<file path="config.mk">
export PLATFORM = sky130hd
export DESIGN_NAME = nsa_cell
export DESIGN_NICKNAME = d
export VERILOG_FILES = /design/src/hdl/assert_macros.svh /design/src/hdl/nsa_pkg.sv /design/src/hdl/nsa_cell.sv
export SDC_FILE = /design/constraint.sdc
export NUM_CORES = 1
export LEC_CHECK = 0
export BUFFER_PORTS_ARGS = -buffer_cell sky130_fd_sc_hd__buf_2
export CAP_MARGIN = 20
export CORE_AREA = 2 2 95 97
export DETAILED_ROUTE_END_ITERATION = 16
export DIE_AREA = 0 0 97 99
export PLACE_DENSITY = 0.77
export REMOVE_ABC_BUFFERS = 1
export SETUP_SLACK_MARGIN = 0.05
export SLEW_MARGIN = 20
export SYNTH_ARGS = -nofsm -noshare
export SYNTH_HDL_FRONTEND = slang
export SYNTH_SLANG_ARGS = --single-unit
</file>
<file path="constraint.sdc">
create_clock -name clk -period 1.9 [get_ports clk]
set_input_delay 0.38 -clock clk [delete_from_list [all_inputs] [get_ports clk]]
set_output_delay 0.38 -clock clk [all_outputs]
set_load 0.03 [all_outputs]
</file>
<file path="src/hdl/assert_macros.svh">
// Assertion macros for the block's RTL; nsa_ctrl.sv includes them.
`ifndef ASSERT_MACROS_SVH
`define ASSERT_MACROS_SVH
`ifndef ASSERT_OFF
`define NSA_ASSERT(lbl, clk, rstn, prop, msg) \
    lbl: assert property (@(posedge clk) disable iff (!rstn) prop) else $error(msg);
`define NSA_ASSERT_IMPL(lbl, clk, rstn, ante, cons, msg) \
    lbl: assert property (@(posedge clk) disable iff (!rstn) (ante) |-> (cons)) else $error(msg);
`define NSA_ASSERT_NEXT(lbl, clk, rstn, ante, cons, msg) \
    lbl: assert property (@(posedge clk) disable iff (!rstn) (ante) |=> (cons)) else $error(msg);
`else
`define NSA_ASSERT(lbl, clk, rstn, prop, msg)
`define NSA_ASSERT_IMPL(lbl, clk, rstn, ante, cons, msg)
`define NSA_ASSERT_NEXT(lbl, clk, rstn, ante, cons, msg)
`endif
`endif

</file>
<file path="src/hdl/nsa_pkg.sv">
package nsa_pkg;

    localparam int SLOTS      = 128;
    localparam int NAME_CHARS = 8;
    localparam int KEY_W      = 64;
    localparam int HANDLE_W   = 7;
    localparam int SLOT_W     = 7;
    localparam int STATUS_W   = 3;
    localparam int IDX_W      = $clog2(SLOTS);
    localparam int CNT_W      = $clog2(SLOTS + 1);

    localparam logic KIND_ACQUIRE = 1'b0;
    localparam logic KIND_RELEASE = 1'b1;

    typedef enum logic [STATUS_W-1:0] {
        ST_FOUND    = 3'd0,
        ST_CLAIMED  = 3'd1,
        ST_FULL     = 3'd2,
        ST_RELEASED = 3'd3,
        ST_IGNORED  = 3'd4
    } status_t;

    typedef enum logic [1:0] {
        S_IDLE,
        S_SCAN,
        S_EMIT
    } fsm_t;

    typedef struct packed {
        logic             valid;
        logic             hit;
        logic [IDX_W-1:0] hit_idx;
        logic             free;
        logic [IDX_W-1:0] free_idx;
    } tok_t;

    typedef struct packed {
        logic             en;
        logic             set;
        logic [IDX_W-1:0] idx;
    } wr_t;

endpackage

</file>
<file path="src/hdl/nsa_cell.sv">
module nsa_cell
    import nsa_pkg::*;
(
    input  logic             clk,
    input  logic             rst_n,
    input  logic [IDX_W-1:0] cell_index,
    input  logic [KEY_W-1:0] key,
    input  wr_t              wr,
    input  tok_t             tok_in,
    output tok_t             tok_out,
    output logic             in_use
);

    logic             in_use_reg;
    logic             in_use_next;
    logic [KEY_W-1:0] name_reg;
    logic [KEY_W-1:0] name_next;
    tok_t             tok_reg;
    tok_t             tok_next;
    logic             sel;
    logic             match;

    always_comb
    begin
        sel   = wr.en && (wr.idx == cell_index);
        match = in_use_reg && (name_reg == key);

        tok_next = tok_in;
        if (tok_in.valid)
        begin
            if (match && !tok_in.hit)
            begin
                tok_next.hit     = 1'b1;
                tok_next.hit_idx = cell_index;
            end
            if (!in_use_reg && !tok_in.free)
            begin
                tok_next.free     = 1'b1;
                tok_next.free_idx = cell_index;
            end
        end

        in_use_next = in_use_reg;
        name_next   = name_reg;
        if (sel)
        begin
            in_use_next = wr.set;
            name_next   = wr.set ? key : '0;
        end
    end

    always_ff @(posedge clk or negedge rst_n)
    begin
        if (!rst_n)
        begin
            in_use_reg <= 1'b0;
            tok_reg    <= '0;
        end
        else
        begin
            in_use_reg <= in_use_next;
            tok_reg    <= tok_next;
        end
    end

    always_ff @(posedge clk)
    begin
        name_reg <= name_next;
    end

    assign tok_out = tok_reg;
    assign in_use  = in_use_reg;

endmodule

</file>
==> metrics.yaml <==
synthesis:
  synth_seq_area_share_pct: 61.8
  post_synth_main_area_contributors: "sky130_fd_sc_hd__edfxtp_1 (50%), sky130_fd_sc_hd__xnor2_1 (13%), sky130_fd_sc_hd__dfrtp_1 (12%), sky130_fd_sc_hd__and2_1 (10%), sky130_fd_sc_hd__mux2_2 (4.4%)"
  synth_enable_flop_cells: 64
  syn_area_per_cell_um2: 13.7
  ys_types: 23
  synth.yosys.warnings: 0
  synth_top_flop_cell: "sky130_fd_sc_hd__edfxtp_1"
  postSynthRegisterBits: 82
  syn-cell-area_um2: 3840
  yosysTopAreaCellShare_pct: 50.1
  synth.top_cells.by_count: "sky130_fd_sc_hd__and2_1 (64), sky130_fd_sc_hd__edfxtp_1 (64), sky130_fd_sc_hd__xnor2_1 (55), sky130_fd_sc_hd__dfrtp_1 (18)"
  netlist.top_cell.by_area: "sky130_fd_sc_hd__edfxtp_1"
  async_flop_share_pct: 22.0
  netlist_instances: 281
setup_path:
  worstReg2RegStart: "name_reg[5]"
  capture_point_of_the_worst_reg_to_reg_path: "tok_out[13]"
  startpoint_type: "flop"
  crit_arrival_ns: 2.38
  timing.critical_path.fanout_max: 7
  reg2reg_depth: 8
  reg2reg_slack_ns: -0.26
  timing.setup.critical_path_class: "reg -> reg"
  worst_ep_required_time_ns: 2.12
  timing.critical_path.to_type: "flop"
route:
  postRouteWirelength_um: 7500
  post-route-drc-count: 0
  detail_route.first_pass.iterations: 4
  drtIter0Drc: 64
  post_drt_via_cell_ratio: 4.71
  num_vias: 2526
  detail_route.wl_per_cell_um: 14.0
  drt.antenna.violating_nets: 0
die:
  ios: 117
  floorplan.die_area_um2: 9600
  fp.dieH_um: 99
  die_wd_um: 97
  floorplan.rows: 34
  floorplan.initialDensity_pct: 44.9
  floorplan.core_area_um2: 8550
sta:
  post_route_clock_period_utilization_pct: 114
  finClkSkew_ns: 0.0131
  tightestPinTransition_ns: 0.887
  number_of_hold_violations_in_the_final_report: 0
  worst_slew_margin_rel_pct: 40.9
  report.final.setup_viol: 7
  max_slew_violation_count: 0
  grt_setup_unrepaired: "true"
  setup_slack_ns: -0.260
  period_minus_slack_ns: 2.16
  fmax_mhz: 463
layout:
  drive_above_1_share_pct: 40.4
  fillers: 706
  final_nets: 522
  area_growth_syn_to_layout_pct: 30.0
  fin_cells: 536
  max_ffs_per_register: 64
  antenna_fix_cells: 0
  post_layout_utilization_of_the_core_pct: 58.4
pwr:
  report.power.total_mw: 3.67
  leakagePower_nw: 1.90
  p_per_area_nw_per_um2: 736
  vdd_drop_max_v: 0.000358
min_path:
  min_to: "tok_out[7]"
  holdCritStartpoint: "tok_in[7]"
  min_delay_path_depth: 2
  hold_class: "in -> reg"
global_route:
  grt_pass1_wl_um: 12800
  grt_overflow: 0
  grt.total_usage_pct: 16.7
  first_global_vias: 2662
  largest_net_degree_at_the_start_of_global_routing: 66
  antenna_found_initial: 0
placement:
  gpl.final_weighted_congestion: 0.749
  placement.setup.worst_slack_ns: -0.584
  placed_cells: 518
  port_buffers: 116
  place_hpwl_um: 5590
clock_network:
  clk_pin_slew_ns: 0.09
  cts_tree: "built"
  cts-htree-levels: 3
  clock-root-buffer: "sky130_fd_sc_hd__clkbuf_8"
  numClockSinks: 82
  clockBufferDepth: 2
  clk_latency_ns: 0.34
  numCtsBuffers: 9
run_status:
  failed_checks: "negative setup slack"
  run_status: "finished with violations"
flow_run:
  maxCapViolCount: 0
worst max path at each step:
stage                              from           to  cells past startpoint
after global routing       name_reg[14]  tok_out[13]                      8
final                       name_reg[5]  tok_out[13]                      8
after floorplan           cell_index[4]       in_use                      4
after CTS                   name_reg[5]  tok_out[13]                      8
after global placement          key[21]   tok_out[8]                      9
after detailed placement        key[42]  tok_out[13]                      9
kinds of logic (layout without fill, tap and decap cells):
kind of cell,after synthesis,count (layout),synth area share [%]
AND/OR/NAND/NOR,101,101,16.5
flip-flops,82,82,61.8
XOR/XNOR,60,60,13.7
multiplexers,15,15,4.40
buffers and inverters,14,161,1.37
AO/OA/AOI/OAI,9,9,2.22
placed cells by master (no fill, tap or decap), types with 2 or more instances in the layout:
master	synthesis	final
sky130_fd_sc_hd__inv_1	7	7
sky130_fd_sc_hd__o2111ai_1	4	3
sky130_fd_sc_hd__or2b_1	2	2
sky130_fd_sc_hd__nor4_1	4	2
sky130_fd_sc_hd__nor4_2	0	2
sky130_fd_sc_hd__dfrtp_1	18	18
sky130_fd_sc_hd__nor2_1	3	2
sky130_fd_sc_hd__buf_2	0	116
sky130_fd_sc_hd__and2_1	64	64
sky130_fd_sc_hd__nand4_1	15	15
sky130_fd_sc_hd__edfxtp_1	64	64
sky130_fd_sc_hd__buf_4	0	17
sky130_fd_sc_hd__mux2_2	15	8
sky130_fd_sc_hd__clkbuf_8	0	9
sky130_fd_sc_hd__clkinv_2	0	2
sky130_fd_sc_hd__xor2_1	5	5
sky130_fd_sc_hd__nand2b_1	9	9
sky130_fd_sc_hd__mux2_4	0	7
sky130_fd_sc_hd__xnor2_1	55	55
sky130_fd_sc_hd__buf_12	0	4
worst max-delay path, cell delays in order, from the launching register on:
cell and delay (ns):
sky130_fd_sc_hd__edfxtp_1 0.39, sky130_fd_sc_hd__nand2b_1 0.11, sky130_fd_sc_hd__o2111ai_2 0.11, sky130_fd_sc_hd__nor4_2 0.34, sky130_fd_sc_hd__buf_4 0.16, sky130_fd_sc_hd__nand4_1 0.20
sky130_fd_sc_hd__nor3_4 0.28, sky130_fd_sc_hd__buf_12 0.15, sky130_fd_sc_hd__mux2_4 0.30
report_power, final:
part           leakage (nW)  switching, mW  internal, mW
clock                0.0970          0.638         0.606
sequential            0.713         0.0110          1.97
combinational          1.09          0.221         0.228
routing by layer:
layer / global-route usage, % / up-vias / part of all wire [%]
li1: - / 1263 / -
met1: 21.6 / 1178 / 44
met2: 27.8 / 76 / 49
met3: 3.76 / 9 / 5.5
met4: 6.18 / 0 / 1.6
met5: 0 / - / 0
per-stage QoR:
| stage | instance area, um2 | hold WS, ns | TNS, ns |
|---|---|---|---|
| after floorplan | 3810 | 0.0844 | -126.46 |
| after global placement | 4730 | 0.324 | -3.23 |
| after detailed placement | 4730 | 0.331 | -4.10 |
| after CTS | 4990 | 0.220 | -2.27 |
| after global routing | 4990 | 0.221 | -3.38 |
| final | 4990 | 0.239 | -1.74 |
final cells by class:
class | instances | area (um2) | share of cell area, %
clock buffers | 9 | 124 | 2.48
clock inverters | 7 | 68.8 | 1.38
inverters | 7 | 26.3 | 0.527
multi-input cells | 185 | 1470 | 29.4
flip-flops and latches | 82 | 2370 | 47.5
well taps | 108 | 135 | 2.71
repair buffers | 138 | 798 | 16.0
what timing repair did:
item	4_1_cts	5_1_grt
resized for setup	10	0
endpoints found under the hold margin	18	0
buffers inserted	1	0
hold buffers	1	0
endpoints found under the setup margin	7	8
pin swaps	4	4
No activity file was read; power rests on OpenSTA's default activity.
