## config.mk

```make
export PLATFORM = sky130hd
export DESIGN_NAME = nsa_ctrl
export DESIGN_NICKNAME = d
export VERILOG_FILES = /design/src/hdl/nsa_pkg.sv /design/src/hdl/nsa_ctrl.sv
export VERILOG_INCLUDE_DIRS = /design/src /design/src/hdl
export SDC_FILE = /design/constraint.sdc
export NUM_CORES = 1
export LEC_CHECK = 0
export ABC_AREA = 1
export ABC_CLOCK_PERIOD_IN_PS = 5200
export BUFFER_PORTS_ARGS = -buffer_cell sky130_fd_sc_hd__buf_2
export CORE_AREA = 2 2 126 128
export CTS_CLUSTER_DIAMETER = 200
export DETAILED_ROUTE_END_ITERATION = 8
export DIE_AREA = 0 0 128 130
export PLACE_DENSITY = 0.69
export RECOVER_POWER = 100
export SYNTH_ARGS = -nofsm -noshare
export SYNTH_HDL_FRONTEND = slang
export SYNTH_SLANG_ARGS = --single-unit
```

## constraint.sdc

```tcl
create_clock -name clk -period 5.2 [get_ports clk]
set_input_delay 1.04 -clock clk [delete_from_list [all_inputs] [get_ports clk]]
set_output_delay 1.04 -clock clk [all_outputs]
set_load 0.03 [all_outputs]
```

## src/hdl/assert_macros.svh

```systemverilog
// Assertion macros for the block's RTL; nsa_ctrl.sv includes them.
`ifndef ASSERT_MACROS_SVH
`define ASSERT_MACROS_SVH
`ifndef ASSERT_OFF
`define NSA_ASSERT(lbl, clk, rstn, prop, msg) \
    lbl: assert property (@(posedge clk) disable iff (!rstn) prop) else $error(msg);
`define NSA_ASSERT_IMPL(lbl, clk, rstn, ante, cons, msg) \
    lbl: assert property (@(posedge clk) disable iff (!rstn) (ante) |-> (cons)) else $error(msg);
`define NSA_ASSERT_NEXT(lbl, clk, rstn, ante, cons, msg) \
    lbl: assert property (@(posedge clk) disable iff (!rstn) (ante) |=> (cons)) else $error(msg);
`else
`define NSA_ASSERT(lbl, clk, rstn, prop, msg)
`define NSA_ASSERT_IMPL(lbl, clk, rstn, ante, cons, msg)
`define NSA_ASSERT_NEXT(lbl, clk, rstn, ante, cons, msg)
`endif
`endif

```

## src/hdl/nsa_pkg.sv

```systemverilog
package nsa_pkg;

    localparam int SLOTS      = 128;
    localparam int NAME_CHARS = 8;
    localparam int KEY_W      = 64;
    localparam int HANDLE_W   = 7;
    localparam int SLOT_W     = 7;
    localparam int STATUS_W   = 3;
    localparam int IDX_W      = $clog2(SLOTS);
    localparam int CNT_W      = $clog2(SLOTS + 1);

    localparam logic KIND_ACQUIRE = 1'b0;
    localparam logic KIND_RELEASE = 1'b1;

    typedef enum logic [STATUS_W-1:0] {
        ST_FOUND    = 3'd0,
        ST_CLAIMED  = 3'd1,
        ST_FULL     = 3'd2,
        ST_RELEASED = 3'd3,
        ST_IGNORED  = 3'd4
    } status_t;

    typedef enum logic [1:0] {
        S_IDLE,
        S_SCAN,
        S_EMIT
    } fsm_t;

    typedef struct packed {
        logic             valid;
        logic             hit;
        logic [IDX_W-1:0] hit_idx;
        logic             free;
        logic [IDX_W-1:0] free_idx;
    } tok_t;

    typedef struct packed {
        logic             en;
        logic             set;
        logic [IDX_W-1:0] idx;
    } wr_t;

endpackage

```

## src/hdl/nsa_ctrl.sv

```systemverilog
`include "assert_macros.svh"

module nsa_ctrl
    import nsa_pkg::*;
(
    input  logic                clk,
    input  logic                rst_n,
    input  logic                in_valid,
    output logic                in_stall,
    input  logic                kind,
    input  logic [KEY_W-1:0]    name_key,
    input  logic [HANDLE_W-1:0] handle,
    output logic                out_valid,
    input  logic                out_stall,
    output logic [SLOT_W-1:0]   slot,
    output logic [STATUS_W-1:0] status,
    input  logic [SLOTS-1:0]    in_use,
    input  tok_t                tok_tail,
    output tok_t                tok_head,
    output logic [KEY_W-1:0]    key,
    output wr_t                 wr
);

    fsm_t              state_reg;
    fsm_t              state_next;
    logic              start_reg;
    logic              start_next;
    logic [KEY_W-1:0]  key_reg;
    logic [KEY_W-1:0]  key_next;
    logic [CNT_W-1:0]  cnt_reg;
    logic [CNT_W-1:0]  cnt_next;
    logic [SLOT_W-1:0] res_slot_reg;
    logic [SLOT_W-1:0] res_slot_next;
    status_t           res_status_reg;
    status_t           res_status_next;
    logic              out_valid_reg;
    logic              out_valid_next;
    logic [SLOT_W-1:0] slot_reg;
    logic [SLOT_W-1:0] slot_next;
    status_t           status_reg;
    status_t           status_next;
    logic              handle_ok;
    logic [IDX_W-1:0]  handle_idx;

    // The name ends at the first zero byte or after the allowed number of bytes.
    function automatic logic [KEY_W-1:0] canon_name(input logic [KEY_W-1:0] k);
        logic [KEY_W-1:0] res;
        logic             keep;
        res  = '0;
        keep = 1'b1;
        for (int i = 0; i < KEY_W / 8; i++)
        begin
            keep = keep && (i < NAME_CHARS) && (k[8*i +: 8] != 8'd0);
            if (keep)
            begin
                res[8*i +: 8] = k[8*i +: 8];
            end
        end
        return res;
    endfunction

    always_comb
    begin
        state_next      = state_reg;
        start_next      = 1'b0;
        key_next        = key_reg;
        cnt_next        = cnt_reg;
        res_slot_next   = res_slot_reg;
        res_status_next = res_status_reg;
        out_valid_next  = out_valid_reg;
        slot_next       = slot_reg;
        status_next     = status_reg;
        wr              = '0;
        handle_ok       = int'(handle) < SLOTS;
        handle_idx      = IDX_W'(handle);

        if (out_valid_reg && !out_stall)
        begin
            out_valid_next = 1'b0;
        end

        case (state_reg)
            S_IDLE:
            begin
                if (in_valid)
                begin
                    state_next    = S_EMIT;
                    res_slot_next = '0;
                    if (kind == KIND_RELEASE)
                    begin
                        if (handle_ok && in_use[handle_idx])
                        begin
                            wr.en           = 1'b1;
                            wr.set          = 1'b0;
                            wr.idx          = handle_idx;
                            cnt_next        = cnt_reg - CNT_W'(1);
                            res_status_next = ST_RELEASED;
                        end
                        else
                        begin
                            res_status_next = ST_IGNORED;
                        end
                    end
                    else
                    begin
                        key_next = canon_name(name_key);
                        if (cnt_reg == CNT_W'(SLOTS))
                        begin
                            res_status_next = ST_FULL;
                        end
                        else
                        begin
                            start_next = 1'b1;
                            state_next = S_SCAN;
                        end
                    end
                end
            end
            S_SCAN:
            begin
                if (tok_tail.valid)
                begin
                    state_next = S_EMIT;
                    if (tok_tail.hit)
                    begin
                        res_slot_next   = SLOT_W'(tok_tail.hit_idx);
                        res_status_next = ST_FOUND;
                    end
                    else if (tok_tail.free)
                    begin
                        wr.en           = 1'b1;
                        wr.set          = 1'b1;
                        wr.idx          = tok_tail.free_idx;
                        cnt_next        = cnt_reg + CNT_W'(1);
                        res_slot_next   = SLOT_W'(tok_tail.free_idx);
                        res_status_next = ST_CLAIMED;
                    end
                    else
                    begin
                        res_slot_next   = '0;
                        res_status_next = ST_FULL;
                    end
                end
            end
            S_EMIT:
            begin
                if (!out_valid_reg || !out_stall)
                begin
                    out_valid_next = 1'b1;
                    slot_next      = res_slot_reg;
                    status_next    = res_status_reg;
                    state_next     = S_IDLE;
                end
            end
            default:
            begin
                state_next = S_IDLE;
            end
        endcase

        tok_head       = '0;
        tok_head.valid = start_reg;
    end

    always_ff @(posedge clk or negedge rst_n)
    begin
        if (!rst_n)
        begin
            state_reg     <= S_IDLE;
            start_reg     <= 1'b0;
            cnt_reg       <= '0;
            out_valid_reg <= 1'b0;
        end
        else
        begin
            state_reg     <= state_next;
            start_reg     <= start_next;
            cnt_reg       <= cnt_next;
            out_valid_reg <= out_valid_next;
        end
    end

    always_ff @(posedge clk)
    begin
        key_reg        <= key_next;
        res_slot_reg   <= res_slot_next;
        res_status_reg <= res_status_next;
        slot_reg       <= slot_next;
        status_reg     <= status_next;
    end

    assign in_stall  = (state_reg != S_IDLE);
    assign out_valid = out_valid_reg;
    assign slot      = slot_reg;
    assign status    = status_reg;
    assign key       = key_reg;

    `NSA_ASSERT(a_count_matches, clk, rst_n, $countones(in_use) == int'(cnt_reg), "count differs from slots in use")
    `NSA_ASSERT_IMPL(a_tail_in_scan, clk, rst_n, tok_tail.valid, state_reg == S_SCAN, "scan result outside scan")
    `NSA_ASSERT_IMPL(a_claim_free, clk, rst_n, wr.en && wr.set, !in_use[wr.idx], "claim of a slot in use")
    `NSA_ASSERT_NEXT(a_release_count, clk, rst_n, wr.en && !wr.set, cnt_reg == $past(cnt_reg) - CNT_W'(1), "release did not lower count")

endmodule
```

==> flow_summary_export.csv <==
group,metric,value,unit
critical_path,critPathMaxFanout,34,
clock_tree,h-tree-depth,3,
die,dieArea,16640,sq um
critical_path,ff2ff_path_depth,4,
grt,grt_remaining_overflow,0,
clock_tree,numCtsBuffers,9,
sta,worstMarginPinSlew,2.408,ns
grt,grt_busiest_layer,"met2",
worst_hold_path,holdCritPathClass,"reg -> reg",
die,die_h,130,um
clock_tree,ctsLongestPathBuffers,2,
critical_path,crit_start,"handle[0]",
run,drv_cap,2,
route,wl,17230,um
layout,syn2layout_area_growth,30.06,%
critical_path,timing.rr.start,"state_reg[1]",
grt,met3_usage,3.690,%
layout,drive_above_1_share,23.81,%
route,drtIter0Drc,327,
critical_path,critical_path.endpoint,"wr[8]",
critical_path,r2r_end,"key[28]",
logic_synthesis,netlist_area,5627,sq um
die,initial_core_util,36.48,%
placed_design,routabilityCongestion,0.8823,
logic_synthesis,avgSynthCellArea,8.061,sq um
sta,slew_headroom,-60.52,%
grt,grt_max_degree,65,
critical_path,endpoint_kind,"output port",
clock_tree,cts_root_buf,"clkbuf_16",
clock_tree,cts_repair_resize_count,0,
run_status,status,"complete, but fails checks",
logic_synthesis,yosysSeqAreaShare,50.17,%
logic_synthesis,synth_edf_count,84,
grt,grt_pass1_vias,5357,
die,io_pins,323,
clock_tree,ctsHoldBuffers,0,
layout,final_net_count,1210,
placed_design,dpl.hpwl,13910,um
logic_synthesis,async_reset_ff_share,12.50,%
clock_tree,path_clk_slew,0.06,ns
power_and_ir_drop,vdd_drop_max,0.2030,mV
sta,layout_min_cycle_time,4.529,ns
sta,holdWs,0.4254,ns
sta,hold_violations,0,
grt,grt_antenna_before_repair,0,
logic_synthesis,synth_cell_types,28,
layout,antenna_cells,0,
clock_tree,cts_tree,"done",
layout,largest_reg_flops,64,
route,wire_per_inst,14.61,um
critical_path,crit_type,"in -> out",
die,fp.dieW,128,um
grt,use_met2,38.50,%
clock_tree,cts_setup_buffers,0,
logic_synthesis,synth_flop_cell,"edfxtp_1",
grt,grt_pass1_wl,25790,um
route,drt-vias-per-instance,4.802,
power_and_ir_drop,p_leak,3.599,nW
logic_synthesis,synthCells,698,
sta,fmax,220.8,MHz
layout,n_fill_cell,1620,
route,firstDrtPassIters,5,
sta,fin_crit_sh,87.10,%
sta,slew_viol_final,67,
clock_tree,clock_latency,0.34,ns
route,drc,0,
logic_synthesis,ys_ff_latch,96,
critical_path,r2r_slack,1.01,ns
clock_tree,cts.sinks,96,
sta,setup_tns,0,ns
critical_path,cp_data_arrival_time,3.49,ns
placed_design,portBuffers,306,
run_status,violations,"max-capacitance violations, max-slew violations",
route,ant_nets,0,
sta,rsz0062_at_grt,"false",
critical_path,crit_required,4.16,ns
sta,fin_skew,0.005026,ns
grt,grt_use_met1,21.01,%
critical_path,start_kind,"input pin",
sta,setup_violations,0,
die,core,15420,sq um
die,rows,46,
logic_synthesis,ys_warn_count,0,
route,vias,5661,
power_and_ir_drop,powerDensity,361.1,nW/um^2
grt,grtUsageTotal,19.75,%
==> layout by cell type, fill, tap and decap left out, types with 7 or more instances in the layout <==
cell / n
dfrtp_1: 12
a21oi_1: 7
nor4_1: 13
nand2_1: 201
buf_2: 212
inv_1: 81
nand3_1: 128
conb_1: 16
xor2_1: 7
o21ai_0: 11
o22ai_1: 7
clkbuf_1: 96
clkbuf_16: 11
edfxtp_1: 84
nor2_1: 68
==> per-layer routing <==
layer | vias to the layer above | wire (um)
met5 | - | 0
met1 | 2523 | 6385
met2 | 294 | 9047
li1 | 2812 | -
met3 | 32 | 1317
met4 | 0 | 482
==> critical path, stage by stage <==
cell,delay [ns]
buf_2,0.11
inv_2,0.38
buf_4,0.29
nand2_1,0.07
nand3_1,0.07
nand3_1,0.12
nand2_1,0.10
nand2_1,0.05
nand3_1,0.09
nand3_1,0.07
nand2_1,0.10
nand2_1,0.06
nand2_1,0.17
nand2_4,0.16
nand2_1,0.26
clkbuf_1,0.35
==> cells in the mapped netlist, types with 3 or more instances <==
library cell / number / area, sq um
xor2_1: 7 / 61.31
a21oi_1: 7 / 35.03
buf_6: 8 / 90.09
ha_1: 6 / 75.07
nor4_1: 13 / 81.33
inv_1: 81 / 304.0
buf_2: 13 / 65.06
nand2_2: 4 / 25.02
buf_4: 19 / 142.6
nand2_1: 197 / 739.5
nor2_1: 68 / 255.2
o22ai_1: 7 / 43.79
nand4_1: 4 / 25.02
dfrtp_1: 12 / 300.3
nand3_1: 128 / 640.6
clkbuf_1: 14 / 52.55
edfxtp_1: 84 / 2522
o21ai_0: 11 / 55.05
clkinv_1: 3 / 11.26
==> stage by stage <==
step	power (mW)	instances	utilization [%]	worst slack, ns	area (sq um)
final	2.642	1179	47.44	0.6709	7318
after global placement	2.009	1163	46.40	0.9291	7157
after CTS	2.688	1179	48.40	0.8936	7466
after floorplan	1.748	713	-	0.9157	5683
after global routing	2.804	1179	47.44	0.3033	7318
after detailed placement	2.025	1163	46.40	0.8928	7157
==> cell type report <==
cell class / count / area [sq um] / area share (%)
Clock buffer: 12 / 279.0 / 3.813
Clock inverter: 4 / 30.03 / 0.4103
Inverter: 86 / 322.8 / 4.411
Multi-Input combinational cell: 477 / 2168 / 29.63
Sequential cell: 96 / 2823 / 38.57
Tap cell: 192 / 240.2 / 3.283
Timing Repair Buffer: 312 / 1455 / 19.88
==> power by group <==
group / leakage [nW] / internal, mW / switching [mW] / total [mW]
logic: 2.51 / 0.276 / 0.611 / 0.888
clock network: 0.151 / 0.385 / 0.275 / 0.660
registers: 0.934 / 1.03 / 0.0651 / 1.09
total: 3.60 / 1.69 / 0.951 / 2.64
==> how the worst min path moves through the flow <==
stage,startpoint,endpoint,slack (ns),cells after the start
global route,res_status_reg[0],status[0],0.43,0
CTS,res_status_reg[2],status[2],0.42,0
finish,res_slot_reg[5],slot[5],0.43,0
floorplan,res_slot_reg[0],slot[0],0.40,0
detailed placement,res_status_reg[1],status[1],0.41,0
global placement,res_slot_reg[5],slot[5],0.40,0
==> cells by family (layout without fill, tap and decap cells) <==
| kind of cell | count (synthesis) | in the layout | synth area share [%] |
|---|---|---|---|
| AOI/OAI and AO/OA | 29 | 29 | 3.068 |
| xor gates and xnor gates | 7 | 7 | 1.090 |
| buffers and inverters | 140 | 414 | 11.96 |
| other | 1 | 16 | 0.06665 |
| adders and majority gates | 7 | 7 | 1.690 |
| and+or+nand+nor | 418 | 418 | 31.95 |
| DFF | 96 | 96 | 50.17 |
No activity file was read; power rests on OpenSTA's default activity.
